===== config.mk =====
export PLATFORM = sky130hd
export DESIGN_NAME = divider_tima_timer
export DESIGN_NICKNAME = d
export VERILOG_FILES = /design/src/sv/dtt_pkg.sv /design/src/sv/dtt_in_reg.sv /design/src/sv/dtt_exec.sv /design/src/sv/dtt_out_reg.sv /design/src/sv/divider_tima_timer.sv
export SDC_FILE = /design/constraint.sdc
export NUM_CORES = 1
export LEC_CHECK = 0
export ABC_AREA = 1
export BUFFER_PORTS_ARGS = -buffer_cell sky130_fd_sc_hd__buf_4
export CAP_MARGIN = 10
export CELL_PAD_IN_SITES_DETAIL_PLACEMENT = 0
export CELL_PAD_IN_SITES_GLOBAL_PLACEMENT = 1
export CORE_MARGIN = 2
export CORE_UTILIZATION = 45
export DETAILED_ROUTE_END_ITERATION = 7
export MAX_ROUTING_LAYER = met4
export PLACE_DENSITY_LB_ADDON = 0.1
export SLEW_MARGIN = 20
export SYNTH_ARGS = -nofsm -noshare
export SYNTH_HDL_FRONTEND = slang
export SYNTH_SLANG_ARGS = --single-unit

===== constraint.sdc =====
create_clock -name clk -period 3.69 [get_ports clk]
set_clock_uncertainty 0.2 [all_clocks]
set_input_delay 0.738 -clock clk [delete_from_list [all_inputs] [get_ports clk]]
set_output_delay 0.738 -clock clk [all_outputs]
set_load 0.005 [all_outputs]

===== src/sv/dtt_pkg.sv =====
// Package for the divider/counter timer block.
// Holds the item types, command and register offset codes, and group masks.
// No dependencies.
package dtt_pkg;

    typedef struct packed {
        logic [1:0] command;
        logic [7:0] tick_amount;
        logic [7:0] reg_offset;
        logic [7:0] write_data;
    } cmd_item_t;

    typedef struct packed {
        logic [7:0] read_data;
        logic [7:0] irq_flags;
    } rsp_item_t;

    localparam logic [1:0] CMD_TICK  = 2'd0;
    localparam logic [1:0] CMD_READ  = 2'd1;
    localparam logic [1:0] CMD_WRITE = 2'd2;

    localparam logic [7:0] OFF_DIV     = 8'h04;
    localparam logic [7:0] OFF_COUNTER = 8'h05;
    localparam logic [7:0] OFF_RELOAD  = 8'h06;
    localparam logic [7:0] OFF_CONTROL = 8'h07;
    localparam logic [7:0] OFF_FLAGS   = 8'h0F;

    localparam int unsigned CTRL_ENABLE_BIT = 2;
    localparam logic [7:0] IRQ_TIMER  = 8'h04;
    localparam logic [7:0] FLAGS_HIGH = 8'hE0;
    localparam logic [7:0] UNMAPPED   = 8'hFF;

    localparam logic [9:0] GROUP_MASK [4] = '{10'd1023, 10'd15, 10'd63, 10'd255};

endpackage


===== src/sv/dtt_in_reg.sv =====
// Input register stage of the timer block.
// Holds one accepted item until the execute step can pass it on.
// Depends on dtt_pkg.
module dtt_in_reg (
    input  logic              clk,
    input  logic              rst_n,
    input  logic              cmd_valid,
    output logic              cmd_stall,
    input  dtt_pkg::cmd_item_t cmd_item,
    input  logic              advance,
    output logic              fire,
    output dtt_pkg::cmd_item_t exec_item
);
    import dtt_pkg::*;

    logic      valid_reg;
    logic      valid_next;
    cmd_item_t item_reg;
    logic      accept;

    assign fire      = valid_reg && advance;
    assign cmd_stall = valid_reg && !advance;
    assign accept    = cmd_valid && !cmd_stall;
    assign exec_item = item_reg;

    always_comb
    begin
        valid_next = valid_reg;
        if (accept)
        begin
            valid_next = 1'b1;
        end
        else if (fire)
        begin
            valid_next = 1'b0;
        end
    end

    always_ff @(posedge clk or negedge rst_n)
    begin
        if (!rst_n)
        begin
            valid_reg <= 1'b0;
        end
        else
        begin
            valid_reg <= valid_next;
        end
    end

    always_ff @(posedge clk)
    begin
        if (accept)
        begin
            item_reg <= cmd_item;
        end
    end

endmodule


===== src/sv/dtt_exec.sv =====
// Execute step of the timer block: timer state registers and the
// tick / read / write logic that updates them and forms the result.
// Depends on dtt_pkg.
module dtt_exec (
    input  logic               clk,
    input  logic               rst_n,
    input  logic               fire,
    input  dtt_pkg::cmd_item_t item,
    output dtt_pkg::rsp_item_t rsp
);
    import dtt_pkg::*;

    logic [15:0] divider_reg, divider_next;
    logic [7:0]  counter_reg, counter_next;
    logic [7:0]  reload_reg, reload_next;
    logic [7:0]  control_reg, control_next;
    logic [7:0]  flag_reg, flag_next;
    logic [7:0]  pending_reg, pending_next;

    always_comb
    begin
        logic [9:0]  mask;
        logic [10:0] grp_sum;
        logic [7:0]  cnt_inc;
        logic [7:0]  rd;

        divider_next = divider_reg;
        counter_next = counter_reg;
        reload_next  = reload_reg;
        control_next = control_reg;
        flag_next    = flag_reg;
        pending_next = pending_reg;
        rd           = 8'd0;
        mask         = GROUP_MASK[control_reg[1:0]];
        grp_sum      = {1'b0, divider_reg[9:0] & mask}
                     + {3'b000, item.tick_amount & mask[7:0]};
        cnt_inc      = counter_reg + 8'd1;

        case (item.command)
            CMD_TICK:
            begin
                flag_next    = flag_reg | pending_reg;
                pending_next = 8'd0;
                divider_next = divider_reg + {8'd0, item.tick_amount};
                if (control_reg[CTRL_ENABLE_BIT] && (grp_sum > {1'b0, mask}))
                begin
                    if (cnt_inc == 8'd0)
                    begin
                        counter_next = reload_reg;
                        pending_next = IRQ_TIMER;
                    end
                    else
                    begin
                        counter_next = cnt_inc;
                    end
                end
            end
            CMD_READ:
            begin
                case (item.reg_offset)
                    OFF_DIV:     rd = divider_reg[15:8];
                    OFF_COUNTER: rd = counter_reg;
                    OFF_RELOAD:  rd = reload_reg;
                    OFF_CONTROL: rd = control_reg;
                    OFF_FLAGS:   rd = flag_reg | FLAGS_HIGH;
                    default:     rd = UNMAPPED;
                endcase
            end
            CMD_WRITE:
            begin
                case (item.reg_offset)
                    OFF_DIV:     divider_next = 16'd0;
                    OFF_COUNTER: counter_next = item.write_data;
                    OFF_RELOAD:  reload_next  = item.write_data;
                    OFF_CONTROL: control_next = item.write_data;
                    OFF_FLAGS:   flag_next    = item.write_data;
                    default:     ;
                endcase
            end
            default: ;
        endcase

        rsp.read_data = rd;
        rsp.irq_flags = flag_next;
    end

    always_ff @(posedge clk or negedge rst_n)
    begin
        if (!rst_n)
        begin
            divider_reg <= 16'd0;
            counter_reg <= 8'd0;
            reload_reg  <= 8'd0;
            control_reg <= 8'd0;
            flag_reg    <= 8'd0;
            pending_reg <= 8'd0;
        end
        else if (fire)
        begin
            divider_reg <= divider_next;
            counter_reg <= counter_next;
            reload_reg  <= reload_next;
            control_reg <= control_next;
            flag_reg    <= flag_next;
            pending_reg <= pending_next;
        end
    end

endmodule


===== src/sv/dtt_out_reg.sv =====
// Result register stage of the timer block.
// Holds a finished item until the receiver takes it.
// Depends on dtt_pkg.
module dtt_out_reg (
    input  logic               clk,
    input  logic               rst_n,
    input  logic               fire,
    input  dtt_pkg::rsp_item_t rsp_in,
    output logic               advance,
    output logic               rsp_valid,
    input  logic               rsp_stall,
    output dtt_pkg::rsp_item_t rsp_item
);
    import dtt_pkg::*;

    logic      valid_reg;
    logic      valid_next;
    rsp_item_t item_reg;

    assign advance   = !valid_reg || !rsp_stall;
    assign rsp_valid = valid_reg;
    assign rsp_item  = item_reg;

    always_comb
    begin
        valid_next = valid_reg;
        if (fire)
        begin
            valid_next = 1'b1;
        end
        else if (!rsp_stall)
        begin
            valid_next = 1'b0;
        end
    end

    always_ff @(posedge clk or negedge rst_n)
    begin
        if (!rst_n)
        begin
            valid_reg <= 1'b0;
        end
        else
        begin
            valid_reg <= valid_next;
        end
    end

    always_ff @(posedge clk)
    begin
        if (fire)
        begin
            item_reg <= rsp_in;
        end
    end

endmodule


===== src/sv/divider_tima_timer.sv =====
// Divider/counter timer with interrupt flag register.
// Command channel (cmd_*) takes tick, register read and register write items;
// response channel (rsp_*) returns one item per command: read_data and the
// flag register after the command.
// An item is moved when valid is high and stall is low at a rising edge.
// An accepted command is held in the input register, executed once the
// response register can take its result, and then held there until taken.
// Throughput: one item per cycle while the receiver does not stall, set by
// the single execute step that reads and updates the timer registers.
// When the receiver stalls, the response register holds its item and the
// input register still takes one more command; cmd_stall rises once both
// are full.
// Reset (rst_n low, asynchronous) clears divider, counter, reload, control,
// flag and pending registers and empties both stages.
// Depends on dtt_pkg, dtt_in_reg, dtt_exec, dtt_out_reg.
module divider_tima_timer (
    input  logic               clk,
    input  logic               rst_n,
    input  logic               cmd_valid,
    output logic               cmd_stall,
    input  dtt_pkg::cmd_item_t cmd_item,
    output logic               rsp_valid,
    input  logic               rsp_stall,
    output dtt_pkg::rsp_item_t rsp_item
);
    import dtt_pkg::*;

    logic      advance;
    logic      fire;
    cmd_item_t exec_item;
    rsp_item_t exec_rsp;

    dtt_in_reg u_in_reg (
        .clk       (clk),
        .rst_n     (rst_n),
        .cmd_valid (cmd_valid),
        .cmd_stall (cmd_stall),
        .cmd_item  (cmd_item),
        .advance   (advance),
        .fire      (fire),
        .exec_item (exec_item)
    );

    dtt_exec u_exec (
        .clk   (clk),
        .rst_n (rst_n),
        .fire  (fire),
        .item  (exec_item),
        .rsp   (exec_rsp)
    );

    dtt_out_reg u_out_reg (
        .clk       (clk),
        .rst_n     (rst_n),
        .fire      (fire),
        .rsp_in    (exec_rsp),
        .advance   (advance),
        .rsp_valid (rsp_valid),
        .rsp_stall (rsp_stall),
        .rsp_item  (rsp_item)
    );

endmodule


==> results of run 1 <==
==> critical path, stage by stage (launching register included) <==
cell,delay (ns)
dfrtp_1,0.37
inv_1,0.11
ha_4,0.32
nor2_1,0.06
ha_1,0.34
a21oi_1,0.16
o21a_1,0.13
nand2_1,0.06
or2_2,0.27
nand2_1,0.06
inv_1,0.04
ha_1,0.26
nand2_1,0.06
nor2_1,0.10
nand2_1,0.05
nor2_1,0.09
nand3_1,0.09
nand2_1,0.08
nand2_1,0.05
nand2_1,0.11
nand2_4,0.11
nand2_4,0.12
nand2_1,0.06
nand2_1,0.07
==> power groups by stage <==
stage	Combinational (mW)	Sequential, mW	Clock (mW)
after floorplan	1.00	1.43	0
after global placement	1.32	1.49	0
after detailed placement	1.34	1.50	0
after CTS	1.35	1.48	0.878
after global routing	1.57	1.51	0.924
final	1.37	1.48	0.862
==> routing by layer <==
metal,GRT usage [%],part of all wire [%]
met5,-,0
met4,7.75,1.9
met3,3.51,5.5
met2,33.6,44
met1,32.2,48
==> layout by cell type, fill, tap and decap left out, drive strengths merged, types with 4 or more instances in the layout <==
| cell type | synthesis | routed |
|---|---|---|
| nand2 | 167 | 167 |
| inv | 90 | 92 |
| buf | 6 | 55 |
| dfrtp | 51 | 51 |
| nor2 | 51 | 51 |
| o21ai | 49 | 49 |
| nand3 | 45 | 45 |
| edfxtp | 42 | 42 |
| a21oi | 34 | 34 |
| ha | 21 | 21 |
| clkbuf | 2 | 10 |
| o22ai | 9 | 9 |
| nand4 | 9 | 9 |
| nor3 | 7 | 7 |
| nand3b | 4 | 4 |
| xnor2 | 4 | 4 |
==> stage by stage <==
| step | area (um2) | hold slack (ns) |
|---|---|---|
| 2_1_floorplan | 5100 | 0.242 |
| 3_3_place_gp | 5620 | 0.262 |
| 3_5_place_dp | 5620 | 0.266 |
| 4_1_cts | 5890 | 0.263 |
| 5_1_grt | 5950 | 0.285 |
| 6_report | 5950 | 0.228 |
==> timing repair <==
| action | 4_1_cts | 5_1_grt |
|---|---|---|
| gates resized for setup | 0 | 9 |
| setup endpoints to repair | 0 | 8 |
| buffers inserted | 0 | 3 |
| endpoints found under the hold margin | 0 | 0 |
==> synthesized netlist by cell type (3+ instances only) <==
| cell | n |
|---|---|
| nand2_1 | 164 |
| inv_1 | 82 |
| dfrtp_1 | 51 |
| nor2_1 | 48 |
| nand3_1 | 43 |
| edfxtp_1 | 42 |
| a21oi_1 | 34 |
| o21ai_1 | 31 |
| ha_1 | 21 |
| o21ai_0 | 15 |
| o22ai_1 | 9 |
| inv_2 | 8 |
| nand4_1 | 8 |
| nor3_1 | 6 |
| buf_2 | 4 |
| nand3b_1 | 4 |
| xnor2_1 | 4 |
| a211oi_1 | 3 |
| nand2_2 | 3 |
| o21ai_2 | 3 |
==> logic make-up (layout without fill, tap and decap cells) <==
group	after synthesis	in the layout
xor+xnor	6	6
flops	93	93
simple gates	287	287
buf+inv	98	161
compound gates	106	106
fa+ha+maj	22	22
==> path summary, 6_finish.rpt <==
check,from,end,depth (start not counted)
setup reg to reg,u_exec.control_reg[1],u_exec.counter_reg[4],23
min in group clk,u_exec.flag_reg[7],u_exec.flag_reg[7],2
hold / removal,rst_n,u_exec.divider_reg[5],1
setup / recovery,u_exec.control_reg[1],u_exec.counter_reg[4],23
hold reg to reg,u_exec.flag_reg[7],u_exec.flag_reg[7],2
max in group asynchronous,rst_n,u_exec.flag_reg[7],1
==> cell type report <==
class / count / area (um2)
fill: 1056 / 4980
sequential: 93 / 2540
multi-input combinational: 421 / 2220
timing repair buffer: 55 / 413
inverter: 90 / 338
clock buffer: 10 / 229
tap: 140 / 175
clock inverter: 6 / 38.8
==> impl_metrics.csv, run 1 <==
group,metric,value,unit
status,status,"finished, final reports clean",
pwr,finalPower,3.70,mW
job,cap_violations,0,
drt,via_per_inst,5.29,
logic_synthesis,syn-num-nets,664,
final_layout,num_antenna_cells,0,
worst_setup_path,path_max_fanout,9,
cts,clk_latency,0.34,ns
sta,finalSetupViolCount,0,
pwr,powerDensity,622,nW/um2
pwr,ir_worst_vdd,0.300,mV
sta,relSlewSlack,31.5,%
drt,wl_per_cell,15.9,um
die,rows,38,
final_layout,final_layout_size_suffix_gt1_share,14.5,%
logic_synthesis,synth_top_family_by_area,"simple AND/OR/NAND/NOR gates",
grt,grt_use_total,22.7,%
drt,drt_pass1_iterations,5,
pwr,p_sw,1.43,mW
worst_setup_path,endpoint_kind,"flop",
sta,fmaxAchievable,292,MHz
logic_synthesis,ys_seq_area_share,49.8,%
sta,hold_viol_final,0,
grt,grt_pass1_vias,4175,
logic_synthesis,synth-adder-area-share,5.55,%
cts,clk_path_buf_depth,2,
placement,place_hpwl,9740,um
logic_synthesis,syn_area,5100,um2
pwr,pwr-share-clk,23.3,%
worst_setup_path,crit_type,"flop to flop",
logic_synthesis,yosysTopAreaCell,"dfrtp_1",
final_layout,largest_reg_flops,26,
cts,cts_tree,"yes",
logic_synthesis,synth_top_area_share,25.0,%
pwr,p_int,2.27,mW
logic_synthesis,ys.flop_type,"dfrtp_1",
placement,dp_worst_setup_slack,0.162,ns
worst_hold_path,hold_path.class,"primary input to asynchronous set/reset pin",
logic_synthesis,synth_area_per_cell,8.33,um2
grt,grt_max_degree,52,
cts,cts-root-buf,"clkbuf_16",
sta,tns,0,ns
drt,vias,4309,
drt,wl,12900,um
worst_setup_path,cp.required,3.77,ns
logic_synthesis,synthSimpleGateAreaFrac,24.5,%
logic_synthesis,synth_warnings,0,
die,die_w,110,um
logic_synthesis,synth_compound_gate_area_share,11.7,%
sta,tightest_slew,1.03,ns
pwr,combPwrFrac,36.9,%
worst_setup_path,crit_arrival,3.50,ns
logic_synthesis,ys_types,43,
pwr,power_frac_seq,39.8,%
grt,overflow,0,
sta,layout_setup_ws,0.268,ns
placement,dp.cells,796,
cts,cts_num_sinks,93,
worst_setup_path,r2r_setup_slack,0.27,ns
cts,cts_max_level,3,
logic_synthesis,synth_enable_flop_cells,42,
placement,place_congestion,0.903,
sta,finalCritPeriodShare,92.7,%
sta,period_needed,3.42,ns
cts,cts-hold-fix-buffers,0,
die,start_util,46.6,%
pwr,power.leakage,2.86,nW
drt,drt_iter0_drc,369,
drt,ant_nets,0,
logic_synthesis,async_flop_share,54.8,%
final_layout,syn_to_final_growth,16.8,%
placement,port_buffers,47,
sta,final-max-slew-violation-count,0,
die,core_area,10900,um2
pwr,p_sw_share,38.6,%
die,die-area,12200,um2
logic_synthesis,synthXorXnorAreaFrac,1.03,%
worst_setup_path,start_kind,"flop",
logic_synthesis,syn_inst,612,
cts,numCtsBuffers,9,
logic_synthesis,synth-seq-cells,93,
grt,grt_pass1_wl,21500,um
logic_synthesis,muxShareOfSynthArea,0,%
grt,antenna_found_initial,0,
logic_synthesis,yosys-top-cells-area,"dfrtp_1 25%, edfxtp_1 25%, nand2_1 12%",
die,dieHeight,110,um
cts,clk_pin_slew_worst_paths,0.07,ns
die,io_pins,48,
final_layout,stdcell_count,815,
final_layout,fin_nets,722,
final_layout,finalCoreUtilization,54.4,%
drt,drcViolationCount,0,
(Power assumes the default switching activity.)
==> inputs of run 2 (changes only) <==
GPL_TIMING_DRIVEN = 0   (was unset)
==> impl_metrics.csv, run 2 (synthesized netlist as in run 1, its figures left out) <==
group,metric,value,unit
pwr,pwr-share-clk,24.5,%
drt,wl,13200,um
pwr,ir_worst_vdd,0.403,mV
worst_setup_path,endpoint_kind,"flop",
drt,drcViolationCount,0,
grt,grt_pass1_vias,4115,
cts,cts_num_sinks,93,
placement,port_buffers,47,
cts,clk_pin_slew_worst_paths,0.07,ns
drt,ant_nets,0,
pwr,power_frac_seq,37.1,%
status,status,"finished, final reports clean",
placement,place_hpwl,9800,um
cts,cts-hold-fix-buffers,0,
pwr,p_sw,1.51,mW
sta,hold_viol_final,0,
final_layout,syn_to_final_growth,20.1,%
worst_setup_path,cp.required,3.78,ns
die,die-area,12200,um2
sta,layout_setup_ws,0.162,ns
cts,cts-root-buf,"clkbuf_16",
drt,drt_iter0_drc,356,
sta,final-max-slew-violation-count,0,
pwr,combPwrFrac,38.4,%
cts,cts_max_level,3,
die,io_pins,48,
die,die_w,110,um
sta,tns,0,ns
placement,place_congestion,0.910,
die,start_util,46.6,%
die,dieHeight,110,um
cts,clk_latency,0.35,ns
final_layout,final_cell_mix,"153 x nand2_1, 80 x inv_1, 52 x buf_4",
sta,fmaxAchievable,283,MHz
sta,finalCritPeriodShare,95.6,%
sta,hold_slack,0.223,ns
sta,tightest_slew,1.04,ns
worst_setup_path,path_max_fanout,8,
grt,antenna_found_initial,0,
final_layout,num_antenna_cells,0,
worst_setup_path,crit_arrival,3.62,ns
final_layout,nFillCells,1033,
sta,finalSetupViolCount,0,
pwr,p_int,2.44,mW
grt,grt_use_total,22.8,%
drt,wl_per_cell,16.1,um
final_layout,fin_nets,728,
grt,grt_max_degree,52,
pwr,powerDensity,645,nW/um2
cts,clk_path_buf_depth,2,
cts,cts_tree,"yes",
final_layout,final_layout_size_suffix_gt1_share,18.5,%
drt,drt_pass1_iterations,5,
die,rows,38,
sta,relSlewSlack,30.7,%
worst_setup_path,start_kind,"flop",
grt,grt_pass1_wl,21300,um
pwr,power.leakage,2.90,nW
sta,period_needed,3.53,ns
placement,dp_worst_setup_slack,-0.157,ns
worst_hold_path,hold_path.class,"primary input to asynchronous set/reset pin",
job,cap_violations,0,
pwr,p_sw_share,38.3,%
drt,via_per_inst,5.27,
final_layout,layout_commonest_cell,"nand2_1",
die,core_area,10900,um2
worst_setup_path,r2r_cells,23,
final_layout,largest_reg_flops,26,
grt,overflow,0,
pwr,finalPower,3.95,mW
cts,numCtsBuffers,9,
worst_setup_path,crit_type,"flop to flop",
drt,vias,4328,
## run 2: path summary, 6_finish.rpt
check,startpoint,to,slack (ns)
min in group clk,u_in_reg.valid_reg,u_out_reg.rsp_valid,0.28
worst min register to register,u_in_reg.valid_reg,u_out_reg.rsp_valid,0.28
worst max register to register,u_exec.control_reg[1],u_exec.counter_reg[5],0.16
worst min-delay path,rst_n,u_exec.divider_reg[4],0.22
max in group asynchronous,rst_n,u_exec.control_reg[0],2.55
worst max-delay path,u_exec.control_reg[1],u_exec.counter_reg[5],0.16
## run 2: critical path, stage by stage, from the launching register on
cell and delay [ns]:
dfrtp_1 0.42, inv_2 0.10, ha_4 0.20, nor2_1 0.12
ha_2 0.33, a21oi_2 0.15, o21a_1 0.13, nand2_2 0.06
or2_2 0.27, nand2_1 0.06, inv_1 0.05, ha_1 0.28
nand2_2 0.08, nor2_4 0.12, nand2_1 0.06, nor2_1 0.10
nand3_1 0.09, nand2_1 0.07, nand2_1 0.06, nand2_2 0.13
nand2_4 0.12, nand2_8 0.15, nand2_1 0.06, nand2_1 0.06
## run 2: per-stage QoR
stage | cell area, um2 | std cells | util (%)
after detailed placement | 5630 | 799 | 51.4
final | 6120 | 821 | 56.0
after global routing | 6120 | 821 | 56.0
after floorplan | 5100 | 612 | -
after global placement | 5620 | 799 | 51.4
after CTS | 5970 | 815 | 54.6
## run 2: per-layer routing
| layer | vias to the layer above | GRT usage (%) | part of all wire (%) |
|---|---|---|---|
| met5 | - | - | 0 |
| met4 | 0 | 8.50 | 2.2 |
| met3 | 22 | 3.46 | 5.1 |
| met2 | 119 | 32.4 | 43 |
| met1 | 2029 | 33.0 | 50 |
| li1 | 2158 | - | - |
## run 2: cell type report
cell class	count	area [um2]	area share, %
flip-flops and latches	93	2540	41.5
repair buffers	52	390	6.38
multi-input cells	422	2330	38.0
clock inverters	5	63.8	1.04
plain buffers	8	43.8	0.716
well taps	140	175	2.86
clock buffers	11	243	3.97
inverters	90	338	5.52
## run 2: repair_timing
action / 4_1_cts / 5_1_grt
pin swaps: 0 / 18
gates resized for setup: 7 / 29
gates cloned: 0 / 1
setup endpoints to repair: 8 / 8
hold endpoints to repair: 0 / 0
buffers inserted: 0 / 5
## run 2: power by group through the flow
| stage | combinational (mW) | sequential [mW] | clock [mW] |
|---|---|---|---|
| after global routing | 1.71 | 1.49 | 1.04 |
| after floorplan | 1.00 | 1.43 | 0 |
| final | 1.52 | 1.46 | 0.969 |
| after detailed placement | 1.36 | 1.48 | 0 |
| after CTS | 1.38 | 1.46 | 0.989 |
| after global placement | 1.33 | 1.47 | 0 |
